### config.mk
export PLATFORM = sky130hd
export DESIGN_NAME = path_prefix_stripper
export DESIGN_NICKNAME = d
export VERILOG_FILES = /design/src/design/pps_pkg.sv /design/src/design/pps_core.sv /design/src/design/pps_queue.sv /design/src/design/path_prefix_stripper.sv
export SDC_FILE = /design/constraint.sdc
export NUM_CORES = 1
export LEC_CHECK = 0
export BUFFER_PORTS_ARGS = -buffer_cell sky130_fd_sc_hd__buf_4
export CORE_UTILIZATION = 55
export DETAILED_ROUTE_END_ITERATION = 16
export MAX_ROUTING_LAYER = met4
export PLACE_DENSITY = 0.81
export SLEW_MARGIN = 20
export SYNTH_ARGS = -nofsm -noshare
export SYNTH_HDL_FRONTEND = slang
export SYNTH_SLANG_ARGS = --single-unit
### constraint.sdc
create_clock -name clk_i -period 7.45 [get_ports clk_i]
set_clock_uncertainty 0.05 [all_clocks]
set_input_delay 0.3725 -clock clk_i [delete_from_list [all_inputs] [get_ports clk_i]]
set_output_delay 0.3725 -clock clk_i [all_outputs]
set_load 0.05 [all_outputs]
### src/design/pps_pkg.sv
package pps_pkg;

  // Characters that matter while the path prefix is being read.
  localparam logic [7:0] CharNul   = 8'h00;
  localparam logic [7:0] CharSlash = 8'h2F;
  localparam logic [7:0] CharDot   = 8'h2E;
  localparam logic [7:0] CharColon = 8'h3A;
  localparam logic [7:0] CharUpA   = 8'h41;
  localparam logic [7:0] CharUpZ   = 8'h5A;
  localparam logic [7:0] CharLowA  = 8'h61;
  localparam logic [7:0] CharLowZ  = 8'h7A;

  // Results of one processed character: up to two characters for the queue.
  typedef struct packed {
    logic [1:0] cnt;
    logic [7:0] char0;
    logic [7:0] char1;
  } step_res_t;

endpackage

### src/design/pps_core.sv
module pps_core (
  input  logic                 clk_i,
  input  logic                 rst_ni,
  input  logic                 in_valid_i,
  output logic                 in_stall_o,
  input  logic [7:0]           in_char_i,
  input  logic                 room_i,
  output logic                 fire_o,
  output pps_pkg::step_res_t   res_o
);

  localparam logic [3:0] PhStart    = 4'd0;
  localparam logic [3:0] PhDrive    = 4'd1;
  localparam logic [3:0] PhUnc0     = 4'd2;
  localparam logic [3:0] PhUnc1     = 4'd3;
  localparam logic [3:0] PhUnc2     = 4'd4;
  localparam logic [3:0] PhHost     = 4'd5;
  localparam logic [3:0] PhShare    = 4'd6;
  localparam logic [3:0] PhSlashes  = 4'd7;
  localparam logic [3:0] PhDot      = 4'd8;
  localparam logic [3:0] PhDotStart = 4'd9;
  localparam logic [3:0] PhCopy     = 4'd10;

  logic       vld_q, vld_d;
  logic [7:0] char_q;
  logic [3:0] phase_q, phase_d;
  logic [7:0] held_q, held_d;
  logic       accept;
  logic       is_letter;
  logic [3:0] put_phase;
  pps_pkg::step_res_t res;

  assign fire_o     = vld_q && room_i;
  assign in_stall_o = vld_q && !room_i;
  assign accept     = in_valid_i && !in_stall_o;
  assign vld_d      = accept ? 1'b1 : (fire_o ? 1'b0 : vld_q);

  assign is_letter = (char_q >= pps_pkg::CharUpA && char_q <= pps_pkg::CharUpZ) ||
                     (char_q >= pps_pkg::CharLowA && char_q <= pps_pkg::CharLowZ);
  // After any emitted character the path is copied, unless it was the terminator.
  assign put_phase = (char_q == pps_pkg::CharNul) ? PhStart : PhCopy;

  always_comb begin
    res       = '0;
    res.char0 = char_q;
    phase_d   = phase_q;
    held_d    = held_q;
    case (phase_q)
      PhDrive: begin
        if (char_q == pps_pkg::CharColon) begin
          phase_d = PhUnc0;
        end else begin
          res.cnt   = 2'd2;
          res.char0 = held_q;
          res.char1 = char_q;
          phase_d   = put_phase;
        end
      end
      PhUnc0, PhUnc1: begin
        if (char_q == pps_pkg::CharSlash) begin
          phase_d = (phase_q == PhUnc0) ? PhUnc1 : PhUnc2;
        end else if (char_q == pps_pkg::CharDot) begin
          phase_d = PhDot;
        end else begin
          res.cnt = 2'd1;
          phase_d = put_phase;
        end
      end
      PhUnc2: begin
        if (char_q == pps_pkg::CharNul) begin
          res.cnt = 2'd1;
          phase_d = PhStart;
        end else begin
          phase_d = (char_q == pps_pkg::CharSlash) ? PhSlashes : PhHost;
        end
      end
      PhHost, PhShare: begin
        if (char_q == pps_pkg::CharNul) begin
          res.cnt = 2'd1;
          phase_d = PhStart;
        end else if (char_q == pps_pkg::CharSlash) begin
          phase_d = (phase_q == PhHost) ? PhShare : PhSlashes;
        end
      end
      PhSlashes, PhDotStart: begin
        if (char_q == pps_pkg::CharSlash && phase_q == PhSlashes) begin
          phase_d = PhSlashes;
        end else if (char_q == pps_pkg::CharDot) begin
          phase_d = PhDot;
        end else begin
          res.cnt = 2'd1;
          phase_d = put_phase;
        end
      end
      PhDot: begin
        if (char_q == pps_pkg::CharSlash) begin
          phase_d = PhDotStart;
        end else begin
          res.cnt   = 2'd2;
          res.char0 = pps_pkg::CharDot;
          res.char1 = char_q;
          phase_d   = put_phase;
        end
      end
      PhCopy: begin
        res.cnt = 2'd1;
        phase_d = put_phase;
      end
      default: begin
        if (is_letter) begin
          held_d  = char_q;
          phase_d = PhDrive;
        end else if (char_q == pps_pkg::CharSlash) begin
          phase_d = PhUnc1;
        end else if (char_q == pps_pkg::CharDot) begin
          phase_d = PhDot;
        end else begin
          res.cnt = 2'd1;
          phase_d = put_phase;
        end
      end
    endcase
  end

  assign res_o = res;

  always_ff @(posedge clk_i or negedge rst_ni) begin
    if (!rst_ni) begin
      vld_q   <= 1'b0;
      phase_q <= PhStart;
      held_q  <= '0;
    end else begin
      vld_q <= vld_d;
      if (fire_o) begin
        phase_q <= phase_d;
        held_q  <= held_d;
      end
    end
  end

  always_ff @(posedge clk_i) begin
    if (accept) begin
      char_q <= in_char_i;
    end
  end

  // A terminator always ends the path and brings the phase back to the start.
  a_nul_restarts: assert property (@(posedge clk_i) disable iff (!rst_ni)
    fire_o && char_q == pps_pkg::CharNul |=> phase_q == PhStart)
    else $error("terminator did not restart the path");

  // A terminator is never swallowed.
  a_nul_emitted: assert property (@(posedge clk_i) disable iff (!rst_ni)
    fire_o && char_q == pps_pkg::CharNul |-> res.cnt != 2'd0)
    else $error("terminator dropped");

  // Only a held drive letter or dot can release two characters at once.
  a_pair_source: assert property (@(posedge clk_i) disable iff (!rst_ni)
    fire_o && res.cnt == 2'd2 |-> phase_q == PhDrive || phase_q == PhDot)
    else $error("pair released outside a hold phase");

  // The input register is not overwritten while it still holds work.
  a_no_overwrite: assert property (@(posedge clk_i) disable iff (!rst_ni)
    vld_q && !fire_o |=> vld_q && $stable(char_q))
    else $error("pending character lost");

endmodule

### src/design/pps_queue.sv
module pps_queue (
  input  logic                 clk_i,
  input  logic                 rst_ni,
  input  logic                 wr_i,
  input  pps_pkg::step_res_t   res_i,
  output logic                 room_o,
  output logic                 out_valid_o,
  input  logic                 out_stall_i,
  output logic [7:0]           out_char_o
);

  logic [7:0] mem_q [4];
  logic [1:0] wp_q, wp_d;
  logic [1:0] rp_q, rp_d;
  logic [2:0] cnt_q, cnt_d;
  logic [1:0] wr_n;
  logic       rd;

  assign wr_n        = wr_i ? res_i.cnt : 2'd0;
  assign out_valid_o = cnt_q != 3'd0;
  assign out_char_o  = mem_q[rp_q];
  assign rd          = out_valid_o && !out_stall_i;
  // Room for the largest burst of one character, a pair.
  assign room_o      = cnt_q <= 3'd2;

  assign wp_d  = wp_q + wr_n;
  assign rp_d  = rp_q + {1'b0, rd};
  assign cnt_d = cnt_q + {1'b0, wr_n} - {2'b00, rd};

  always_ff @(posedge clk_i or negedge rst_ni) begin
    if (!rst_ni) begin
      wp_q  <= '0;
      rp_q  <= '0;
      cnt_q <= '0;
    end else begin
      wp_q  <= wp_d;
      rp_q  <= rp_d;
      cnt_q <= cnt_d;
    end
  end

  always_ff @(posedge clk_i) begin
    if (wr_n != 2'd0) begin
      mem_q[wp_q] <= res_i.char0;
    end
    if (wr_n == 2'd2) begin
      mem_q[wp_q + 2'd1] <= res_i.char1;
    end
  end

  a_no_overflow: assert property (@(posedge clk_i) disable iff (!rst_ni)
    wr_n != 2'd0 |-> cnt_q <= 3'd2)
    else $error("result queue overflow");

  a_cnt_range: assert property (@(posedge clk_i) disable iff (!rst_ni)
    cnt_q <= 3'd4)
    else $error("result queue count out of range");

  a_ptr_gap: assert property (@(posedge clk_i) disable iff (!rst_ni)
    cnt_q != 3'd4 |-> (wp_q - rp_q) == cnt_q[1:0])
    else $error("queue pointers disagree with count");

endmodule

### src/design/path_prefix_stripper.sv
// A character is taken into the input register, processed, and written to the result
// queue when it has room. Throughput: one character per cycle while the queue can take
// a pair; a held drive letter or dot released with the next character adds a second
// output character, absorbed by the four-entry queue.
// Reset (rst_ni, asynchronous, active low) empties the input register and the queue
// and returns the prefix state machine to the start of a path.
module path_prefix_stripper (
  input  logic       clk_i,
  input  logic       rst_ni,
  input  logic       in_valid_i,
  output logic       in_stall_o,
  input  logic [7:0] in_char_i,
  output logic       out_valid_o,
  input  logic       out_stall_i,
  output logic [7:0] out_char_o,
  output logic       out_end_of_path_o
);

  // The core holds one character in its input register. Each cycle that character
  // is run through the prefix state machine, which decides whether it is dropped,
  // held back (a possible drive letter or the dot of a "./" pair), or emitted. A
  // released hold emits two characters in the same transfer into the queue.
  logic               fire;
  logic               room;
  pps_pkg::step_res_t res;

  pps_core u_core (
    .clk_i      (clk_i),
    .rst_ni     (rst_ni),
    .in_valid_i (in_valid_i),
    .in_stall_o (in_stall_o),
    .in_char_i  (in_char_i),
    .room_i     (room),
    .fire_o     (fire),
    .res_o      (res)
  );

  // The queue decouples the two sides: new input keeps flowing while a finished
  // character waits for the downstream side, and the core only stalls when the
  // queue could not take a full pair.
  pps_queue u_queue (
    .clk_i       (clk_i),
    .rst_ni      (rst_ni),
    .wr_i        (fire),
    .res_i       (res),
    .room_o      (room),
    .out_valid_o (out_valid_o),
    .out_stall_i (out_stall_i),
    .out_char_o  (out_char_o)
  );

  // The terminator is the only zero byte in a path, so it marks the end.
  assign out_end_of_path_o = out_char_o == pps_pkg::CharNul;

endmodule

* Word level (Yosys, flattened, before mapping)
Memories as Yosys holds them, arrays and structs flattened.
Index checks and enable logic that the tools add are counted.
** Operators by class
- Divide/modulo/power cells :: 0
- Order comparisons :: 5
- Add/subtract/negate cells :: 5
- Muxes and demuxes :: 31
- Shift-type cells :: 0
- Multipliers :: 0
- Reductions and logical operators :: 23
- Bitwise logic cells :: 1
- Eq/ne operators :: 15
** Operators by type and width (number)
- 4-bit 2-to-1 mux :: 11
- 18-bit 2-to-1 mux :: 2
- 16-bit case mux with 2 select lines :: 1
- 4-bit case mux with 7 select lines :: 1
- 8-bit by 6-bit equality test with 1-bit output (second input constant) :: 3
- 4-bit by 3-bit equality test with 1-bit output (second input constant) :: 4
- 8-bit by 7-bit greater-or-equal comparator with 1-bit output (second input constant) :: 2
- 8-bit by 7-bit less-or-equal comparator with 1-bit output (second input constant) :: 2
- 8-bit logical NOT :: 2
- 4-bit equality test (second input constant) :: 3
- 2-bit case mux with 6 select lines :: 1
- 1-bit 2-to-1 mux :: 10
- 10-bit OR reduction :: 1
- 4-bit by 2-bit equality test with 1-bit output (second input constant) :: 2
- 2-bit 2-to-1 mux :: 4
- 1-bit logical AND :: 7
- 2-bit OR reduction :: 3
- 4-bit by 1-bit equality test with 1-bit output (second input constant) :: 1
- 2-bit nonzero test :: 2
- 3-bit by 2-bit adder with 3-bit output :: 1
- 3-bit by 2-bit less-or-equal comparator with 1-bit output (second input constant) :: 1
- 1-bit logical NOT :: 3
- 3-bit 2-to-1 mux :: 1
- 3-bit by 1-bit != test with 1-bit output (second input constant) :: 1
- 11 further kinds :: 11
** Word-level totals
- Output and inout bits :: 11
- Register bits :: 28
- Bits of input ports :: 12
- Memory bits (writable) :: 32
- ROM bits :: 0
- Logic and storage cells :: 88
- Memories kept :: 1
- Bits in latches :: 0
** Memories
- u_queue.mem_q :: words 4, bits a word 8, read ports 1, clocked after Yosys merged registers in 0, wr ports 2, line pps_queue.sv:12 : logic [7:0] mem_q [4];

* Longest topological paths before layout
- Word-level depth :: 9
- Mapped depth :: 11
- Depth with buffers taken out :: 10

* Cells and area by module
Synthesis repeated with hierarchy kept, for this count alone.
** Unflattened totals
- Cells, all modules :: 283
- Area total of the unflattened synthesis :: 3478.3 um^2
** By module, submodules not included
- pps_queue :: instances 1, cells each 124, seq. area each 1136.1 um^2, area each 2030.7 um^2
- pps_core :: instances 1, cells each 156, seq. area each 565.5 um^2, area each 1428.9 um^2
- path_prefix_stripper :: instances 1, cells each 3, seq. area each 0.0 um^2, area each 18.8 um^2

* Worst setup path before layout
OpenSTA, ideal clock, no wires.
- Kind :: reg-to-output
- Start point :: register u_queue.rp_q[0]
- End point :: output port out_end_of_path_o
- Cell stages (with the launch flop) :: 5
- Required time :: 7.028 ns
- Data arrival time :: 2.726 ns
- Setup slack :: 4.301 ns
- Buffers on the path :: 1
- Cell sequence :: dfrtp_1 clkbuf_1 mux4_2 or4_1 nor2_1
** Between the ends
- Cells in the longest elaborated chain, start to end :: 2
** RTL lines
- from (decl) :: line pps_queue.sv:14 : logic [1:0] rp_q, rp_d;
- from (signal assigned) :: line pps_queue.sv:37 : rp_q <= rp_d;
- memory read 4 x 8 bit
- named net out_char_o[2] :: line path_prefix_stripper.sv:15 : output logic [7:0] out_char_o,
- 8-bit logical NOT :: line path_prefix_stripper.sv:53 : assign out_end_of_path_o = out_char_o == pps_pkg::CharNul;
- to (decl) :: line path_prefix_stripper.sv:16 : output logic out_end_of_path_o
The timed path passes the listed nets, and every way through them passes these cells.

* Final worst setup path
- Start point :: register u_core.char_q[7]
- End point :: register u_queue.cnt_q[2]
** Between the ends
- Cells in the longest elaborated chain, start to end :: 8
- Elaborated cells between the ends (all ways) :: 23
- Classes of those cells :: 2 x add/sub; 4 x order compare; 3 x eq/ne; 9 x mux; 5 x reduce/logical
** RTL lines
- from (decl) :: line pps_core.sv:25 : logic [7:0] char_q;
- from (signal assigned) :: line pps_core.sv:143 : char_q <= in_char_i;
- 8-bit by 7-bit greater-or-equal comparator with 1-bit output, or another cell as far along :: line pps_core.sv:38 : assign is_letter = (char_q >= pps_pkg::CharUpA && char_q <= pps_pkg::CharUpZ) ||
- 1-bit logical AND, or another cell as far along :: line pps_core.sv:38
- 1-bit logical OR / 2-bit 2-to-1 mux (equally long branches) :: line pps_core.sv:38, pps_core.sv:60
- 2-bit 2-to-1 mux :: line pps_core.sv:110 : if (is_letter) begin
- 2-bit case mux with 6 select lines * :: line pps_core.sv:48 : case (phase_q)
- 2-bit 2-to-1 mux * :: line pps_queue.sv:19 : assign wr_n = wr_i ? res_i.cnt : 2'd0;
- 3-bit by 2-bit adder with 3-bit output * :: line pps_queue.sv:28 : assign cnt_d = cnt_q + {1'b0, wr_n} - {2'b00, rd};
- 3-bit by 1-bit subtractor with 3-bit output * :: line pps_queue.sv:28
- named net u_queue.cnt_d[2] :: line pps_queue.sv:15 : logic [2:0] cnt_q, cnt_d;
- to (signal assigned) :: line pps_queue.sv:38 : cnt_q <= cnt_d;
- to (decl) :: line pps_queue.sv:15
The timed path passes the listed nets; every way through them passes the cells marked *.
A chain may end at the register's enable or synchronous reset.

==> impl.org <==
** CTS
- Skew-Pair Late Insertion Delay :: 360 ps
- The clock passes through at most 2 buffers.
- Reg clk slew, reported paths :: 70 ps
- CTS Buf Count :: 9
- TritonCTS clock tree :: built
- H-tree lvl count :: 3
- The clock drives 60 sinks.
- The tree is rooted in a sky130_fd_sc_hd__clkbuf_8.
- The number of setup buffers added after CTS is 0.

** Setup path
- Across all register-to-register paths, the minimum setup slack is 4050 ps.
- The critical path contains buffers and inverters numbering 0 combined.
- At the worst endpoint, the required time is 7680 ps.
- Crit path capture type :: register
- CP arrival :: 3630 ps
- Slowest stage delay, CP :: 700 ps
- Critical path start-end classification :: register to register
- Cells along the critical path :: or4b_1, nor2_1, o21bai_4, nand2_1, ha_1, fa_1, xor2_1, xnor2_1
- STA classifies the critical path startpoint as a register.
- The kind of cell with the highest combined delay along the critical path is simple AND/OR/NAND/NOR gates.
- Max stage delay cell, worst path :: sky130_fd_sc_hd__nor2_1
- Along the worst path, the maximum fanout reaches 11.

** Routing
- Drt total wl :: 7330 um
- Using the TritonRoute via totals, the vias-per-cell ratio works out to 6.31.
- Average detailed-routed wire length per instance :: 18.4 um
- Number of remaining DRC errors :: 0
- Iteration-0 DRC Markers :: 232
- First-pass detailed-route iteration total :: 5
- Vias after detailed routing :: 2,517
- Routed Antenna Nets :: 0

** Synth
- The biggest area contributor in the post-synthesis netlist is sky130_fd_sc_hd__edfxtp_1.
- Prevailing post-synth register cell :: sky130_fd_sc_hd__edfxtp_1
- When the netlist entered floorplanning its net count stood at 320.
- Synthesis inferred 60 register bits.
- The average instance in the mapped netlist occupies 11.5 um^2.
- In this run, distinct cell masters in the synthesized netlist total 61.
- Post-synthesis async set-or-reset flop share :: 33.3%
- Synthesis handed over a netlist of 302 instances.
- Cells taking the most area after synthesis :: sky130_fd_sc_hd__edfxtp_1 (35%), sky130_fd_sc_hd__dfrtp_1 (14%), sky130_fd_sc_hd__mux4_2 (5.2%)
- The mapped netlist covers 3470 um^2.
- Summing the sequential cell areas from Yosys gives 49.0% of the chip area.
- Yosys mapped a number of flops with a built-in enable equal to 40.
- In this run the biggest area consumer among cell types represents 34.6% of the synthesized area.
- Warnings, synthesis :: 0

** STA
- Post-route fraction of the period consumed by the critical path :: 45.7%
- Measured against its own limit, the worst slew margin works out to 35.0%.
- Transition time at the pin with the least slew margin :: 962 ps
- Derived from the worst setup path, the maximum achievable clock frequency is 294 MHz.
- The number of pins with negative max-slew slack in the final report was 0.
- Final Hold Vio Count :: 0
- Setup violations remaining at the end of the flow were counted as 0.
- Across all setup checks in the final design, the least slack found is 4050 ps.
- Time the worst path needs with I/O delays and setup :: 3400 ps
- RSZ-0062 raised after global routing :: no
- Accumulated negative setup slack :: 0 ps

** Cells and area
- The sequential cells in the finished layout cover a total of 1700 um^2.
- Leading cell types in the layout, fill and taps excluded :: sky130_fd_sc_hd__edfxtp_1 (40), sky130_fd_sc_hd__nor2_1 (24), sky130_fd_sc_hd__nand2_1 (23)
- Layout Nets :: 337
- Area used by multi-input combinational logic :: 1680 um^2
- Counting the fill cells in the layout gives 461.
- ANT cells :: 0
- The count of cells in the finished layout, fillers not included, comes to 399.
- Commonest non-fill, non-tap cell in the layout :: sky130_fd_sc_hd__edfxtp_1
- Relative to the synthesized area, the layout overhead comes to 11.8%.
- Share of final-layout standard cells stronger than drive strength 1 :: 22.5%
- Finished Core Util :: 64.8%

** Placed design
- Worst setup slack before clock tree synthesis :: 3920 ps
- Port buffering added 22 buffers.
- The HPWL after detailed placement is 5320 um.
- Number of placed instances with taps included :: 382
- Routability cong. :: 0.934

** Power and ir drop
- Summed over all cells, the static leakage comes to 1.44 nW.
- In this run the power density over the cells is 468 nW/um^2.
- IR analysis of the VDD net gives a maximum drop of 0.308 mV.
- Overall Power :: 0.00182 W

** Global route
- The first global-routing pass estimated 11,600 um of wire.
- Final global-route overflow total :: 0
- The initial antenna violation count was 0.
- Global-route usage over all layers :: 25.3%
- Pin count of the biggest net entering global routing :: 23
- The number of global-route vias before repair came to 2,341.

** Floorplan
- Number of rows in the core area :: 28
- In this run the vertical extent of the chip is 81.5 um.
- The die covers 6640 um^2.
- Once the floorplan was initialized, standard cells occupied 58.0% of the core.
- Core ar. :: 5990 um^2
- Die W :: 81.5 um
- During I/O placement, the number of pins put on the boundary was 23.

** Run
- Max-Cap Viols :: 0

** Outcome
- The run finished with clean final reports.

** Hold path
- The tightest min-delay check is of the primary input to register type.
worst paths after layout:
| check | startpoint | to | depth (start not counted) |
|---|---|---|---|
| setup / recovery | u_core.char_q[7]$_DFFE_PP_ | u_queue.cnt_q[2]$_DFF_PN0_ | 8 |
| hold reg to reg | u_core.held_q[5]$_DFFE_PN0P_ | u_core.held_q[5]$_DFFE_PN0P_ | 1 |
| min in group asynchronous | rst_ni | u_core.phase_q[0]$_DFFE_PN0P_ | 2 |
| max in group asynchronous | rst_ni | u_core.held_q[7]$_DFFE_PN0P_ | 2 |
| hold / removal | in_char_i[2] | u_core.char_q[2]$_DFFE_PP_ | 1 |
| setup reg to reg | u_core.char_q[7]$_DFFE_PP_ | u_queue.cnt_q[2]$_DFF_PN0_ | 8 |
power by group:
part	switching, W	internal [W]
sequential	0.000146	0.000510
combinational	0.000520	0.000344
clock	0.000142	0.000156
timing repair:
item	CTS	global route
hold endpoints to repair	20	0
endpoints found under the setup margin	0	0
hold buffers	1	0
resized for setup	0	0
routing by layer:
layer	routed length, um	up-vias	global-route usage, %
met5	0	-	-
li1	-	1184	-
met2	3470	108	38.8
met3	475	23	6.44
met4	244	0	12.0
met1	3150	1202	31.4
state kept, by name, summed over array words and instances (netlist names):
register,flops
u_core.char_q,8
u_core.held_q,8
u_core.phase_q,4
u_core.vld_q,1
u_queue.cnt_q,3
u_queue.mem_q,32
u_queue.rp_q,2
u_queue.wp_q,2
layout make-up:
| cell class | count | area share (%) |
|---|---|---|
| sequential | 60 | 43.8 |
| inverter | 10 | 0.967 |
| clock buffer | 9 | 3.19 |
| multi-input combinational | 215 | 43.2 |
| tap | 75 | 2.42 |
| clock inverter | 7 | 1.93 |
| timing repair buffer | 23 | 4.51 |
stage by stage:
step           area [um^2]  hold WS, ps
3_5_place_dp          3650          216
4_1_cts               3860          139
6_report              3880          144
5_1_grt               3880          137
3_3_place_gp          3650          215
2_1_floorplan         3470         26.9
worst reg2reg max path, cell delays in order (launching register included):
cell and delay [ps]:
sky130_fd_sc_hd__edfxtp_1 510, sky130_fd_sc_hd__or4b_1 610, sky130_fd_sc_hd__nor2_1 700, sky130_fd_sc_hd__o21bai_4 210
sky130_fd_sc_hd__nand2_1 200, sky130_fd_sc_hd__ha_1 270, sky130_fd_sc_hd__fa_1 450, sky130_fd_sc_hd__xor2_1 200
sky130_fd_sc_hd__xnor2_1 140
synthesized netlist by cell type, types with 4 or more instances:
master	number
sky130_fd_sc_hd__a21oi_1	17
sky130_fd_sc_hd__a22oi_1	4
sky130_fd_sc_hd__a32o_1	4
sky130_fd_sc_hd__and2_1	6
sky130_fd_sc_hd__buf_2	5
sky130_fd_sc_hd__clkbuf_1	9
sky130_fd_sc_hd__dfrtp_1	20
sky130_fd_sc_hd__edfxtp_1	40
sky130_fd_sc_hd__ha_1	5
sky130_fd_sc_hd__inv_1	10
sky130_fd_sc_hd__mux2_2	13
sky130_fd_sc_hd__mux2i_1	14
sky130_fd_sc_hd__mux4_2	8
sky130_fd_sc_hd__nand2_1	23
sky130_fd_sc_hd__nand2b_1	6
sky130_fd_sc_hd__nand3_1	4
sky130_fd_sc_hd__nor2_1	24
sky130_fd_sc_hd__nor2b_1	7
sky130_fd_sc_hd__nor3_1	5
sky130_fd_sc_hd__o21ai_0	14
sky130_fd_sc_hd__o31ai_1	4
sky130_fd_sc_hd__xnor2_1	4
kinds of logic after synthesis:
kind of cell,share of synthesized area [%]
AOI/OAI and AO/OA,14.0
xor gates and xnor gates,1.77
adders and majority gates,2.38
buffers and inverters,3.31
DFF,49.0
muxes,13.4
and+or+nand+nor,16.1
No activity file was read; power rests on OpenSTA's default activity.
